`src/hw/rtl/fqgs_pkg.sv`:
```
// ----------------------------------------------------------------------------
// fqgs_pkg
// Shared types and constants of the frame quality gate and best-frame selector.
// ----------------------------------------------------------------------------
`default_nettype none

package fqgs_pkg;

  localparam int unsigned MetricW    = 16;
  localparam int unsigned SkipW      = 8;
  localparam int unsigned CfgIndexW  = 3;
  localparam int unsigned CfgDataW   = 16;
  localparam int unsigned BestWaitDefault = 10;
  localparam logic [SkipW-1:0] SkipResetValue = 8'd10;

  typedef logic [MetricW-1:0] metric_t;

  typedef enum logic [2:0] {
    ST_UNPROCESSED  = 3'd0,
    ST_DEFOCUSED    = 3'd1,
    ST_INTERLACED   = 3'd2,
    ST_NO_IRIS      = 3'd3,
    ST_LOW_QUALITY  = 3'd4,
    ST_GOOD         = 3'd5,
    ST_GOT_TEMPLATE = 3'd6
  } status_t;

  typedef enum logic [CfgIndexW-1:0] {
    REG_FOCUS_THRESHOLD       = 3'd0,
    REG_INTERLACE_CHECK       = 3'd1,
    REG_CORRELATION_THRESHOLD = 3'd2,
    REG_MINIMUM_QUALITY       = 3'd3,
    REG_SKIP_AFTER_TEMPLATE   = 3'd4
  } cfg_reg_t;

endpackage

`default_nettype wire

```
`src/hw/rtl/frame_quality_gate_selector.sv`:
```
// ----------------------------------------------------------------------------
// frame_quality_gate_selector
// Grades one frame's metrics per transaction against thresholds and tracks the
// best iris quality until a template is reported, then skips frames.
// ----------------------------------------------------------------------------
//  channel  | handshake              | payload
//  ---------+------------------------+------------------------------------------
//  input    | in_valid / in_ready    | focus_score, interlace_correlation,
//           |                        | iris_valid, iris_quality
//  output   | out_valid / out_ready  | frame_status, capture_frame, best_quality
//  config   | cfg_valid / cfg_ready  | cfg_index, cfg_data
//
//  One transaction per cycle while the result channel is not stalled; the result appears in the cycle after acceptance.
//  Grading and counter updates sit between the input ports and the result
//  register, so the result register alone sets the latency.
//  in_ready is high while the result register is empty or being drained.
//  Reset clears all thresholds, counters and the held quality; the skip
//  length register resets to ten. Configuration writes are always taken.
// ----------------------------------------------------------------------------
`default_nettype none

module frame_quality_gate_selector #(
  parameter int unsigned BEST_WAIT = fqgs_pkg::BestWaitDefault
) (
  input  wire logic                           clk,
  input  wire logic                           rst,
  input  wire logic                           in_valid,
  output logic                                in_ready,
  input  wire logic [15:0]                    focus_score,
  input  wire logic [15:0]                    interlace_correlation,
  input  wire logic                           iris_valid,
  input  wire logic [15:0]                    iris_quality,
  output logic                                out_valid,
  input  wire logic                           out_ready,
  output logic [2:0]                          frame_status,
  output logic                                capture_frame,
  output logic [15:0]                         best_quality,
  input  wire logic                           cfg_valid,
  output logic                                cfg_ready,
  input  wire logic [fqgs_pkg::CfgIndexW-1:0] cfg_index,
  input  wire logic [fqgs_pkg::CfgDataW-1:0]  cfg_data
);

  localparam int unsigned WaitW = (BEST_WAIT < 2) ? 1 : $clog2(BEST_WAIT + 1);
  localparam logic [WaitW-1:0] WaitLimit = WaitW'(BEST_WAIT);

  fqgs_pkg::metric_t               focus_threshold;
  logic                            interlace_check_enable;
  fqgs_pkg::metric_t               correlation_threshold;
  fqgs_pkg::metric_t               minimum_quality;
  logic [fqgs_pkg::SkipW-1:0]      skip_after_template;

  logic [fqgs_pkg::SkipW-1:0]      skip_left;
  logic [fqgs_pkg::SkipW-1:0]      skip_left_next;
  logic                            waiting_best;
  logic                            waiting_best_next;
  logic [WaitW-1:0]                wait_count;
  logic [WaitW-1:0]                wait_count_next;
  fqgs_pkg::metric_t               best_quality_held;
  fqgs_pkg::metric_t               best_quality_held_next;

  fqgs_pkg::status_t               grade;
  fqgs_pkg::status_t               status_next;
  logic                            capture_next;
  logic                            skipping;
  logic                            good;
  logic                            waiting_now;
  logic                            better;
  logic [WaitW-1:0]                wait_inc;
  logic                            done;
  logic                            accept;

  assign cfg_ready = 1'b1;
  assign in_ready  = !out_valid || out_ready;
  assign accept    = in_valid && in_ready;

  always_ff @(posedge clk) begin
    if (rst) begin
      focus_threshold        <= '0;
      interlace_check_enable <= 1'b0;
      correlation_threshold  <= '0;
      minimum_quality        <= '0;
      skip_after_template    <= fqgs_pkg::SkipResetValue;
    end else if (cfg_valid) begin
      case (cfg_index)
        fqgs_pkg::REG_FOCUS_THRESHOLD:       focus_threshold <= cfg_data;
        fqgs_pkg::REG_INTERLACE_CHECK:       interlace_check_enable <= cfg_data[0];
        fqgs_pkg::REG_CORRELATION_THRESHOLD: correlation_threshold <= cfg_data;
        fqgs_pkg::REG_MINIMUM_QUALITY:       minimum_quality <= cfg_data;
        fqgs_pkg::REG_SKIP_AFTER_TEMPLATE:   skip_after_template <= cfg_data[7:0];
        default: ;
      endcase
    end
  end

  always_comb begin
    if (focus_score < focus_threshold) begin
      grade = fqgs_pkg::ST_DEFOCUSED;
    end else if (interlace_check_enable && interlace_correlation < correlation_threshold) begin
      grade = fqgs_pkg::ST_INTERLACED;
    end else if (!iris_valid) begin
      grade = fqgs_pkg::ST_NO_IRIS;
    end else if (iris_quality < minimum_quality) begin
      grade = fqgs_pkg::ST_LOW_QUALITY;
    end else begin
      grade = fqgs_pkg::ST_GOOD;
    end
  end

  assign skipping    = skip_left != '0;
  assign good        = grade == fqgs_pkg::ST_GOOD;
  assign waiting_now = waiting_best || good;
  assign better      = good && (iris_quality > best_quality_held);
  assign wait_inc    = (better ? '0 : wait_count) + WaitW'(1);
  assign done        = waiting_now && (wait_inc == WaitLimit);

  always_comb begin
    skip_left_next         = skip_left;
    waiting_best_next      = waiting_best;
    wait_count_next        = wait_count;
    best_quality_held_next = best_quality_held;
    status_next            = grade;
    capture_next           = 1'b0;
    if (skipping) begin
      skip_left_next = skip_left - 8'd1;
      status_next    = fqgs_pkg::ST_UNPROCESSED;
    end else if (waiting_now) begin
      capture_next = better;
      if (done) begin
        status_next            = fqgs_pkg::ST_GOT_TEMPLATE;
        wait_count_next        = '0;
        waiting_best_next      = 1'b0;
        best_quality_held_next = '0;
        skip_left_next         = skip_after_template;
      end else begin
        wait_count_next        = wait_inc;
        waiting_best_next      = 1'b1;
        best_quality_held_next = better ? iris_quality : best_quality_held;
      end
    end
  end

  always_ff @(posedge clk) begin
    if (rst) begin
      skip_left         <= '0;
      waiting_best      <= 1'b0;
      wait_count        <= '0;
      best_quality_held <= '0;
    end else if (accept) begin
      skip_left         <= skip_left_next;
      waiting_best      <= waiting_best_next;
      wait_count        <= wait_count_next;
      best_quality_held <= best_quality_held_next;
    end
  end

  always_ff @(posedge clk) begin
    if (rst) begin
      out_valid <= 1'b0;
    end else if (accept) begin
      out_valid <= 1'b1;
    end else if (out_ready) begin
      out_valid <= 1'b0;
    end
  end

  always_ff @(posedge clk) begin
    if (accept) begin
      frame_status  <= status_next;
      capture_frame <= capture_next;
      best_quality  <= best_quality_held_next;
    end
  end

  a_accept_fills_output: assert property (@(posedge clk) disable iff (rst)
    accept |=> out_valid)
    else $error("accepted transaction left no result");

  a_skip_no_capture: assert property (@(posedge clk) disable iff (rst)
    out_valid && frame_status == fqgs_pkg::ST_UNPROCESSED |-> !capture_frame)
    else $error("capture raised on a skipped frame");

  a_template_clears_best: assert property (@(posedge clk) disable iff (rst)
    out_valid && frame_status == fqgs_pkg::ST_GOT_TEMPLATE |-> best_quality == '0)
    else $error("held quality not cleared on template");

  a_capture_status: assert property (@(posedge clk) disable iff (rst)
    out_valid && capture_frame |->
      (frame_status == fqgs_pkg::ST_GOOD || frame_status == fqgs_pkg::ST_GOT_TEMPLATE))
    else $error("capture on a frame that was not good");

  a_wait_bounded: assert property (@(posedge clk) disable iff (rst)
    wait_count < WaitLimit && (waiting_best || wait_count == '0))
    else $error("wait counter out of range");

endmodule

`default_nettype wire

```
`config.mk`:
```
export PLATFORM = sky130hd
export DESIGN_NAME = frame_quality_gate_selector
export DESIGN_NICKNAME = d
export VERILOG_FILES = /design/src/hw/rtl/fqgs_pkg.sv /design/src/hw/rtl/frame_quality_gate_selector.sv
export SDC_FILE = /design/constraint.sdc
export NUM_CORES = 1
export LEC_CHECK = 0
export ABC_CLOCK_PERIOD_IN_PS = 3500
export BUFFER_PORTS_ARGS = -buffer_cell sky130_fd_sc_hd__buf_2
export CAP_MARGIN = 5
export CORE_MARGIN = 2
export CORE_UTILIZATION = 37
export DETAILED_ROUTE_END_ITERATION = 8
export PLACE_DENSITY = 0.58
export SYNTH_ARGS = -nofsm -noshare
export SYNTH_HDL_FRONTEND = slang
export SYNTH_SLANG_ARGS = --single-unit
```
`constraint.sdc`:
```
create_clock -name clk -period 3.5 [get_ports clk]
set_input_delay 0.35 -clock clk [delete_from_list [all_inputs] [get_ports clk]]
set_output_delay 0.35 -clock clk [all_outputs]
set_load 0.01 [all_outputs]
```
==> run summary <==
outcome: finished with violations
failing checks: negative setup slack
DRC viols: 0
Synth area leader: dfxtp_1
Fin Clk Skew: 0.00837 ns
critical path, cell by cell: inv_2, ha_4, nand4_1, a311oi_2, a21oi_2, a31oi_2, and2_4, nand3_4, and2_4, ha_4, xor2_1, nor3_2, buf_4, nand2_4, a21oi_4, nor3_4, buf_12, a22o_1
post-route core utilization: 46.0%
worst reg2reg setup slack: -0.02 ns
RSZ-0062 raised after global routing: true
worst-margin pin slew: 1.10 ns
DR iter-0 viols: 261
syn_nets: 820
Final Hold Viols: 0
CTS Buf Count: 9
reg2reg path depth: 18
Synth area leaders: dfxtp_1 30%, ha_1 13%, edfxtp_1 10%, nand2_1 9.1%, a21oi_1 7.2%
switching fraction of total power: 31.8%
die height: 130 um
Placed Cells: 993
critical path peak fanout: 16
Synth-to-Final Area Change: 23.0%
Hold Path Class: in2reg
kind of critical path: reg2reg
layout cells sized above 1: 23.9%
Commonest cells post-synth: 142 x nand2_1, 87 x dfxtp_1, 84 x a21oi_1
Reg-to-Reg End: best_quality[13]
Comb pwr share: 27.3%
mean post-synth cell area: 8.58 um^2
most common cell in the netlist: nand2_1
clk_lat worst skew: 0.35 ns
die width: 130 um
Rel. slew slack: 26.6%
std cell rows: 46
Unique masters post-synth: 66
initial antenna violation count: 0
port bufs: 94
clk sinks: 107
Tot GR Track Use: 18.8%
NumNets Final: 933
PnR worst setup slack: -0.0171 ns
Final Max Slew Viols: 0
total wire length: 15.5 mm
synth warn: 0
WHS Path Cells: 3
core area: 0.0157 mm^2
hold_sp: in_valid
largest net degree at the start of global routing: 69
GRT overflow: 0
NetSw: 1.03 mW
via count: 5,221
CTS Buffer Depth: 2
first drt pass iteration count: 5
largest stage delay on the critical path: 0.34 ns
critical path's slowest cell: dfxtp_2
pre-CTS WS: -0.239 ns
internal power: 2.21 mW
Peak VDD IR: 0.229 mV
setup tns final: -0.131 ns
Clock transition at path regs: 0.07 ns
post-route ant nets: 0
hold buffers post-CTS: 0
Post-Syn Instances: 684
achievable frequency: 0.284 GHz
HPWL after DPL: 11.5 mm
Hold Path End: out_valid
die area: 0.0169 mm^2
buffer type at the clock tree root: clkbuf_16
Post-synth top flop: dfxtp_1
drt via density: 5.13
GP Congestion: 0.846
Period minus WS final: 3.52 ns
CTS tree: done
Max Cap Viol: 0
Clk pwr share: 30.2%
share of power burned in registers: 42.5%
Finished Layout Cells: 1,018
Worst setup SP type: flip-flop
Post-synth EDFFs: 20
CTS HTree Levels: 3
worst hold slack: 0.243 ns
antenna cells: 0
Worst EP arrival: 3.63 ns
cell leakage power: 2.87 nW
r2r startpoint: correlation_threshold[14]
first-pass GRT wire length: 24.9 mm
endpoints failing setup: 17
vias in the first global route: 4,954
wire per inst: 15.2 um
critical path required time: 3.61 ns
sequential fraction of the synthesis area: 39.9%
Critical Path Source: correlation_threshold[14]
power density cells: 448 mW/mm^2
I/O pin cnt: 96
Critical Path End Type: flip-flop
share of the synthesized area in the top cell type: 29.7%
Post-synth ARST share: 0%
Initial Utilization: 37.4%
period utilization: 100%
mapped cell area: 0.00587 mm^2
Synth Register Bits: 107
[state kept, by name, summed over array words and instances, names as in the netlist]
signal / cells
skip_left: 8
skip_after_template: 8
capture_frame: 1
interlace_check_enable: 1
focus_threshold: 16
out_valid: 1
correlation_threshold: 16
wait_count: 4
frame_status: 3
best_quality_held: 16
minimum_quality: 16
best_quality: 16
waiting_best: 1
[layout make-up]
type	instances	area [um^2]
repair buffers	128	762
fillers	1544	8490
multi-input cells	477	3280
clock buffers	13	250
clock inverters	3	23.8
flip-flops and latches	107	2350
well taps	216	270
inverters	74	278
[layout by cell type, fill, tap and decap left out, drive strengths merged, types with 5 or more instances in the layout]
cell,instances
o211ai,7
nor2,19
buf,128
nand3,19
clkbuf,13
ha,63
nor3,10
and2,6
a22o,32
a211oi,5
nand2,142
dfxtp,87
and3,5
edfxtp,20
a21oi,86
inv,76
o21ai,13
nand4,11
a21o,5
[critical path, delay by kind of cell, from the launching register on]
| kind | cells | cell delay (ns) |
|---|---|---|
| flip-flops | 1 | 0.34 |
| adder cells (fa/ha/maj) | 2 | 0.40 |
| XOR/XNOR | 1 | 0.14 |
| AO/OA/AOI/OAI | 5 | 1.05 |
| AND/OR/NAND/NOR | 7 | 0.94 |
| buffers and inverters | 3 | 0.37 |
[stage by stage]
stage                     power [mW]  area, um^2
final                           3.23        7220
after global routing            3.40        7220
after CTS                       3.23        7170
after detailed placement        2.23        6730
after global placement          2.21        6730
after floorplan                 1.92        5920
[kinds of logic (layout without fill, tap and decap cells)]
family                   count (synthesis)  in the layout  synth area share (%)
buffers and inverters                  100            218                  7.18
other                                    1              1                0.0639
multiplexers                             4              4                 0.682
flip-flops                             107            107                  39.9
AO/OA/AOI/OAI                          176            176                  20.7
adder cells (fa/ha/maj)                 63             63                  13.4
XOR/XNOR                                 1              1                 0.149
AND/OR/NAND/NOR                        232            232                  17.9
[repair_timing]
| item | 4_1_cts | 5_1_grt |
|---|---|---|
| endpoints found under the setup margin | 40 | 44 |
| resized for setup | 24 | 10 |
| setup buffers | 9 | 3 |
| gates cloned | 0 | 0 |
| pin swaps | 14 | 13 |
[per-layer routing]
metal  GRT usage (%)  routed length (um)  vias up  part of all wire, %
met4            6.58                 308        0                  2.0
met3            4.06                 927       25                  6.0
met2            29.9                6860      154                   44
met5               0                   0        -                    0
met1            25.3                7370     2425                   48
li1                -                   -     2617                    -
[power by group through the flow]
stage	combinational (mW)	sequential, mW	clock, mW
after global placement	0.810	1.40	0
after floorplan	0.515	1.41	0
after detailed placement	0.833	1.40	0
final	0.883	1.37	0.977
after global routing	0.983	1.38	1.04
after CTS	0.861	1.37	0.993
[how the worst max path moves through the flow]
| stage | to | slack [ns] | cells past startpoint |
|---|---|---|---|
| 3_5_place_dp | best_quality[13] | -0.24 | 17 |
| 5_1_grt | best_quality[0] | -0.16 | 18 |
| 6_report | best_quality[13] | -0.02 | 18 |
| 4_1_cts | best_quality[13] | -0.005 | 18 |
| 2_1_floorplan | best_quality[0] | 0.01 | 17 |
| 3_3_place_gp | best_quality[8] | -0.06 | 17 |
No activity file was read; power rests on OpenSTA's default activity.
